[src/rtl/vrff_pkg.sv]
// ----------------------------------------------------------------------------
// vrff_pkg
// Shared widths, codes and command/status types of the voxel ray face finder.
// ----------------------------------------------------------------------------
package vrff_pkg;

	localparam int GRID_BITS_DEF = 4;
	localparam int CELL_W = 8;      // signed cell index, covers the whole walk
	localparam int IDX_W = 4;       // cell index width on the ports
	localparam int POS_W = 16;
	localparam int DIR_W = 16;
	localparam int MAG_W = 16;
	localparam int EDGE_W = 17;     // distances and reach limits, Q.12
	localparam int PROD_W = EDGE_W + MAG_W;
	localparam int CFG_W = 15;
	localparam int CFG_IDX_W = 2;
	localparam int FACE_W = 3;
	localparam int IN_DATA_W = 112;
	localparam int OUT_DATA_W = 16;

	localparam logic [EDGE_W-1:0] CELL_ONE = EDGE_W'(4096);

	localparam logic CMD_WRITE = 1'b0;
	localparam logic CMD_CAST = 1'b1;

	localparam logic [CFG_IDX_W-1:0] CFG_WIDTH_X = 2'd0;
	localparam logic [CFG_IDX_W-1:0] CFG_HEIGHT_Y = 2'd1;
	localparam logic [CFG_IDX_W-1:0] CFG_DEPTH_Z = 2'd2;
	localparam logic [CFG_IDX_W-1:0] CFG_EYE = 2'd3;

	localparam logic [1:0] AX_X = 2'd0;
	localparam logic [1:0] AX_Y = 2'd1;
	localparam logic [1:0] AX_Z = 2'd2;

	// Comparison slots of one walk step.
	localparam int CMP_W = 3;
	localparam logic [CMP_W-1:0] CMP_E01 = 3'd0;
	localparam logic [CMP_W-1:0] CMP_E02 = 3'd1;
	localparam logic [CMP_W-1:0] CMP_E12 = 3'd2;
	localparam logic [CMP_W-1:0] CMP_R0 = 3'd3;
	localparam logic [CMP_W-1:0] CMP_R1 = 3'd4;
	localparam logic [CMP_W-1:0] CMP_R2 = 3'd5;
	localparam int CMP_NUM = 6;

	localparam logic [FACE_W-1:0] FACE_BOTTOM = 3'd0;
	localparam logic [FACE_W-1:0] FACE_TOP = 3'd1;
	localparam logic [FACE_W-1:0] FACE_NORTH = 3'd2;
	localparam logic [FACE_W-1:0] FACE_SOUTH = 3'd3;
	localparam logic [FACE_W-1:0] FACE_EAST = 3'd4;
	localparam logic [FACE_W-1:0] FACE_WEST = 3'd5;

	typedef struct packed {
		logic             clr_en;
		logic             wr_en;
		logic             load;
		logic             mul_a;
		logic             mul_b;
		logic [CMP_W-1:0] cmp_sel;
		logic             step;
		logic             res_load;
		logic             res_hit;
	} dp_cmd_t;

	typedef struct packed {
		logic clr_done;
		logic stop;
		logic hit;
	} dp_sts_t;

endpackage

[src/rtl/vrff_ctrl.sv]
// ----------------------------------------------------------------------------
// vrff_ctrl
// Controller: clearing pass, handshakes and the walk sequence of one ray.
// ----------------------------------------------------------------------------
module vrff_ctrl import vrff_pkg::*; (
	input  logic    clk,
	input  logic    arst_n,
	input  logic    s_tvalid,
	output logic    s_tready,
	input  logic    command,
	output logic    m_tvalid,
	input  logic    m_tready,
	output dp_cmd_t cmd,
	input  dp_sts_t sts
);

	localparam logic [2:0] S_CLEAR = 3'd0;
	localparam logic [2:0] S_IDLE = 3'd1;
	localparam logic [2:0] S_MULA = 3'd2;
	localparam logic [2:0] S_MULB = 3'd3;
	localparam logic [2:0] S_STEP = 3'd4;
	localparam logic [2:0] S_RD = 3'd5;
	localparam logic [2:0] S_TEST = 3'd6;
	localparam logic [2:0] S_DONE = 3'd7;

	logic [2:0]       state_q;
	logic [CMP_W-1:0] cmp_q;
	logic             hit_q;
	logic             m_tvalid_q;
	logic             accept;
	logic             out_free;

	assign s_tready = (state_q == S_IDLE);
	assign accept = s_tvalid && s_tready;
	assign out_free = !m_tvalid_q || m_tready;
	assign m_tvalid = m_tvalid_q;

	always_comb begin
		cmd = '0;
		cmd.clr_en = (state_q == S_CLEAR) && !sts.clr_done;
		cmd.wr_en = accept && (command == CMD_WRITE);
		cmd.load = accept && (command == CMD_CAST);
		cmd.mul_a = (state_q == S_MULA);
		cmd.mul_b = (state_q == S_MULB);
		cmd.cmp_sel = cmp_q;
		cmd.step = (state_q == S_STEP) && !sts.stop;
		cmd.res_load = (state_q == S_DONE) && out_free;
		cmd.res_hit = hit_q;
	end

	// Result valid: set when a finished ray is presented, cleared once taken.
	always_ff @(posedge clk or negedge arst_n) begin
		if (!arst_n) begin
			m_tvalid_q <= 1'b0;
		end else if (state_q == S_DONE && out_free) begin
			m_tvalid_q <= 1'b1;
		end else if (m_tready) begin
			m_tvalid_q <= 1'b0;
		end
	end

	always_ff @(posedge clk or negedge arst_n) begin
		if (!arst_n) begin
			state_q <= S_CLEAR;
			cmp_q <= CMP_E01;
			hit_q <= 1'b0;
		end else begin
			unique case (state_q)
				S_CLEAR: begin
					if (sts.clr_done) begin
						state_q <= S_IDLE;
					end
				end
				S_IDLE: begin
					if (accept && command == CMD_CAST) begin
						cmp_q <= CMP_E01;
						hit_q <= 1'b0;
						state_q <= S_MULA;
					end
				end
				S_MULA: state_q <= S_MULB;
				S_MULB: begin
					if (cmp_q == CMP_R2) begin
						state_q <= S_STEP;
					end else begin
						cmp_q <= cmp_q + 1'b1;
						state_q <= S_MULA;
					end
				end
				S_STEP: begin
					state_q <= sts.stop ? S_DONE : S_RD;
				end
				S_RD: state_q <= S_TEST;
				S_TEST: begin
					if (sts.hit) begin
						hit_q <= 1'b1;
						state_q <= S_DONE;
					end else begin
						cmp_q <= CMP_E01;
						state_q <= S_MULA;
					end
				end
				S_DONE: begin
					if (out_free) begin
						state_q <= S_IDLE;
					end
				end
				default: state_q <= S_IDLE;
			endcase
		end
	end

`ifndef NO_ASSERTIONS
	a_clear_holds: assert property (@(posedge clk) disable iff (!arst_n)
		(state_q == S_CLEAR && !sts.clr_done) |=> (state_q == S_CLEAR))
		else $error("clearing pass left early");
	a_mul_pair: assert property (@(posedge clk) disable iff (!arst_n)
		(state_q == S_MULA) |=> (state_q == S_MULB && $stable(cmp_q)))
		else $error("compare slot changed between its two products");
	a_done_release: assert property (@(posedge clk) disable iff (!arst_n)
		(state_q == S_DONE && out_free) |=> (state_q == S_IDLE && m_tvalid_q))
		else $error("result not presented when the output was free");
	a_no_accept_busy: assert property (@(posedge clk) disable iff (!arst_n)
		(state_q != S_IDLE) |-> !s_tready)
		else $error("input taken while a ray is in flight");
`endif

endmodule

[config.mk]
export PLATFORM = sky130hd
export DESIGN_NAME = vrff_ctrl
export DESIGN_NICKNAME = d
export VERILOG_FILES = /design/src/rtl/vrff_pkg.sv /design/src/rtl/vrff_ctrl.sv
export SDC_FILE = /design/constraint.sdc
export NUM_CORES = 1
export LEC_CHECK = 0
export BUFFER_PORTS_ARGS = -buffer_cell sky130_fd_sc_hd__buf_2
export CORE_AREA = 2 2 39 41
export CTS_BUF_LIST = sky130_fd_sc_hd__clkbuf_8
export DETAILED_ROUTE_END_ITERATION = 10
export DIE_AREA = 0 0 41 43
export PLACE_DENSITY_LB_ADDON = 0.3
export REMOVE_ABC_BUFFERS = 1
export SLEW_MARGIN = 0
export SYNTH_ARGS = -nofsm -noshare
export SYNTH_HDL_FRONTEND = slang
export SYNTH_SLANG_ARGS = --single-unit
export TNS_END_PERCENT = 50
[constraint.sdc]
create_clock -name clk -period 1.6 [get_ports clk]
set_input_delay 0.48 -clock clk [delete_from_list [all_inputs] [get_ports clk]]
set_output_delay 0.48 -clock clk [all_outputs]
set_load 0.01 [all_outputs]
After elaboration in Yosys (flattened, before gate mapping)
Index checks and enable logic that the tools add are counted.
{ "totals": {"ff_bits": 8, "inputBits": 8, "out_inout_bits": 13, "wordCells": 53} }
{ "classes": {"add_sub_neg": 1, "n_eq_ne": 14, "mux": 16, "n_bitwise": 1, "reduce_logical": 17} }
{ "ops": {"columns": ["op", "n"], "rows": [
  ["$mux 3", 8],
  ["$pmux 3 s8", 1],
  ["$eq 3x3->1 const B", 5],
  ["$ne 2x2->1 const B", 5],
  ["$pmux 3 s3", 1],
  ["$eq 3x2->1 const B", 2],
  ["$logic_and 1x1->1", 6],
  ["$reduce_and 3->1", 2],
  ["$mux 1", 4],
  ["$reduce_and 4->1", 1],
  ["$reduce_bool 2->1", 2],
  ["$add 3x1->3 const B", 1],
  ["$eq 3x1->1 const B", 1],
  ["$logic_not 1->1", 3],
  ["$logic_not 3->1", 1],
  ["$reduce_bool 3->1", 1],
  ["$mux 2", 1],
  ["$ne 2x1->1 const B", 1],
  ["$pmux 1 s2", 1],
  ["$logic_or 1x1->1", 1],
  ["$not 1->1", 1]
]} }

Logic depth before layout (Yosys ltp)
{ "logic_depth": {"ltp_word": 5, "depth_mapped": 6, "depth_no_buf": 5} }

Worst setup path after synthesis
OpenSTA, ideal clock, no wires.
{ "synth_timing": {"kind": "reg2out", "start": "reg state_q[1]", "end": "out cmd[10] (netlist name)", "arrival_ps": 1089, "required_time_ps": 1120, "path_slack_ps": 31, "path_stages_with_launch": 4, "n_path_buf": 2, "cell_sequence": "dfrtp_1 > buf_2 > buf_4 > nor4_1"} }
{ "synth_rtl": {"columns": ["element", "line", "rtl"], "rows": [
  ["start: declaration", "vrff_ctrl.sv:26", "logic [2:0] state_q;"],
  ["start signal: assignment", "vrff_ctrl.sv:91", "state_q <= sts.stop ? S_DONE : S_RD;"],
  ["end: declaration", "vrff_ctrl.sv:13", "output dp_cmd_t cmd,"]
]} }

==> out/metrics.cfg <==
[yosys]
synth_area_leader_cell=dfrtp_1
ys_ff_latch=8
yosysTopAreaCellShare_pct=30.95
ys_top_cells_by_count=nand2_1, dfrtp_1, nand3_1
syn-cell-area_sq_um=646.9
synthMostInstantiatedCell=nand2_1
ys.flop_type=dfrtp_1
synth_edf_count=0
ys_async_sr_fraction_pct=100.0
ys_types=33
avgSynthCellArea_sq_um=8.625
synth_cells=75
yosys_warnings=0
synthTopCellsByArea=dfrtp_1, nand3_1, nand2_1, buf_4, and3b_1
ys_seq_area_share_pct=30.95

[clock_network]
cts_num_sinks=8
cts_buffers=3
clk_pin_slew_ps=40
h-tree-depth=1
ctsLongestPathBuffers=2
root_buffer=clkbuf_8
insertion_delay_ps=230
cts_tree=built

[layout]
ff_latch_area_sq_um=203.9
final_cells=122
layout-drive-gt1-share_pct=45.28
final_nets=118
multi_input_area_sq_um=397.9
diodes=0
fin_util_pct=64.56
n_fill_cell=124
area_growth_pct=38.10

[global_route]
grt_max_degree=10
grt_pass1_vias=636
grt_usage_pct=22.55
grt_antenna_before_repair=0
overflow=0
grt_pass1_wl_um=2677

[critical_path]
worstPathMaxFanout=6
start_kind=flop
crit_type=reg -> out
endpoint_kind=output pin
arrival_ps=1190
cp.required_ps=1120

[outcome]
failed_checks=setup timing
status=complete, but fails checks

[die]
coreArea_sq_um=1384
num_rows=14
die_w_um=41
initial_utilization_pct=46.75
ioPinCount=21
die_h_um=43
dieArea_sq_um=1763

[timing]
tightest_slew_ps=233.1
rsz0062_at_grt=true
whs_ps=84.22
setup_viol=7
slew_headroom_pct=84.46
slew_viol_final=0
period_needed_ps=1673
fin_crit_sh_pct=104.6
fmax_mhz=597.6
fin_worst_skew_ps=3.988
setup_tns_ps=-343.4
fin_ws_ps=-73.24
finalHoldViolCount=0

[power]
power.switching_mw=0.7439
switching_share_pct=41.83
p_leak_nw=0.4543
power.internal_mw=1.035
vdd_drop_max_mv=1.039
combPwrFrac_pct=60.7
p_per_area_nw_per_um2=1991
clockPowerShare_pct=13.9
power_frac_seq_pct=25.3

[drt]
vias_per_cell=5.705
drcViolationCount=0
avgRoutedWirePerCell_um=13.23
drt_iter0_drc=12
final_antenna_net_count=0
num_vias=696
first_pass_iters=4
drt_wl_total_um=1614

[placed_design]
placed_cells=114
hpwl_um=1111
numPortBuffers=20
gp_congestion=0.9279

[run]
maxCapViolCount=0

[min_path]
hold_path.class=in -> async

## stage by stage
step	setup WS, ps	power, mW	instance area, sq um
after CTS	-80.69	1.761	887.1
after global routing	-136.3	1.918	893.4
final	-73.24	1.778	893.4
after floorplan	1.940	0.9696	600.6
after detailed placement	20.03	1.368	788.3
after global placement	58.46	1.355	788.3
## kinds of logic after synthesis
group	after synthesis	synth area share, %
adder cells (fa/ha/maj)	2	3.868
flip-flops	8	30.95
buffers and inverters	10	9.476
AND/OR/NAND/NOR	38	36.36
AO/OA/AOI/OAI	17	19.34
## sequential cells by signal, summed over array words and instances (netlist names)
| signal | cells |
|---|---|
| m_tvalid | 1 |
| state_q | 3 |
| cmp_q | 3 |
| hit_q | 1 |
## worst paths after layout
| path | slack (ps) | start | end | depth (start not counted) |
|---|---|---|---|---|
| max reg2reg | 270 | cmp_q[0] | cmp_q[0] | 4 |
| min reg2reg | 540 | m_tvalid | m_tvalid | 2 |
| max | -70 | state_q[2] | cmd[9] | 4 |
| max in group asynchronous | 1320 | arst_n | state_q[2] | 1 |
| min | 80 | arst_n | cmp_q[0] | 1 |
| min in group clk | 540 | m_tvalid | m_tvalid | 2 |
## power by group through the flow
| stage | logic [mW] | clock network [mW] | registers [mW] |
|---|---|---|---|
| after floorplan | 0.480 | 0 | 0.490 |
| after global placement | 0.907 | 0 | 0.448 |
| after detailed placement | 0.916 | 0 | 0.452 |
| after CTS | 1.07 | 0.247 | 0.445 |
| after global routing | 1.19 | 0.255 | 0.472 |
| final | 1.08 | 0.248 | 0.450 |
## repair_timing
item,CTS,global route
resized for setup,7,1
setup endpoints to repair,8,8
pin swaps,3,1
cloned,0,0
buffers inserted,5,0
hold buffers,0,0
## placed cells by master, fill, tap and decap left out
master / n
nand2_1: 8
nor4_1: 1
nand4bb_1: 1
o21ai_2: 1
o21ai_1: 1
dfrtp_2: 3
dfrtp_1: 5
buf_2: 19
nor3b_1: 1
buf_6: 2
o22a_1: 1
a41oi_1: 1
ha_1: 2
nor2_4: 1
clkbuf_8: 3
nor2b_1: 4
and3_1: 1
a21oi_1: 2
nor2_1: 2
nand2_2: 1
a31oi_1: 1
and3b_1: 3
and3_4: 1
buf_4: 13
inv_2: 1
nand3_1: 8
o21ai_0: 2
o211ai_1: 3
nor3b_2: 1
nand2b_1: 3
o22ai_1: 1
o22ai_2: 1
o2111ai_1: 2
inv_1: 3
nor4b_2: 1
a211o_1: 1
and4bb_1: 1
## layer usage
metal,part of all wire [%],track usage [%],vias to the layer above
li1,-,-,334
met1,43,30.92,330
met2,49,30.94,27
met3,6.2,4.712,5
met4,2.2,14.00,0
met5,0,0,-
## area by class of cell
type                            instances  share of cell area (%)
Multi-Input combinational cell         57                   44.54
Timing Repair Buffer                   34                   24.09
Sequential cell                         8                   22.83
Clock buffer                            3                   4.622
Tap cell                               16                   2.241
Inverter                                4                   1.681
## worst max-delay path, stage by stage (launching register included)
cell and delay, ps:
dfrtp_2 440, nor2_4 130, nand2_2 80, nor3b_2 160, buf_2 150
(Power assumes the default switching activity.)
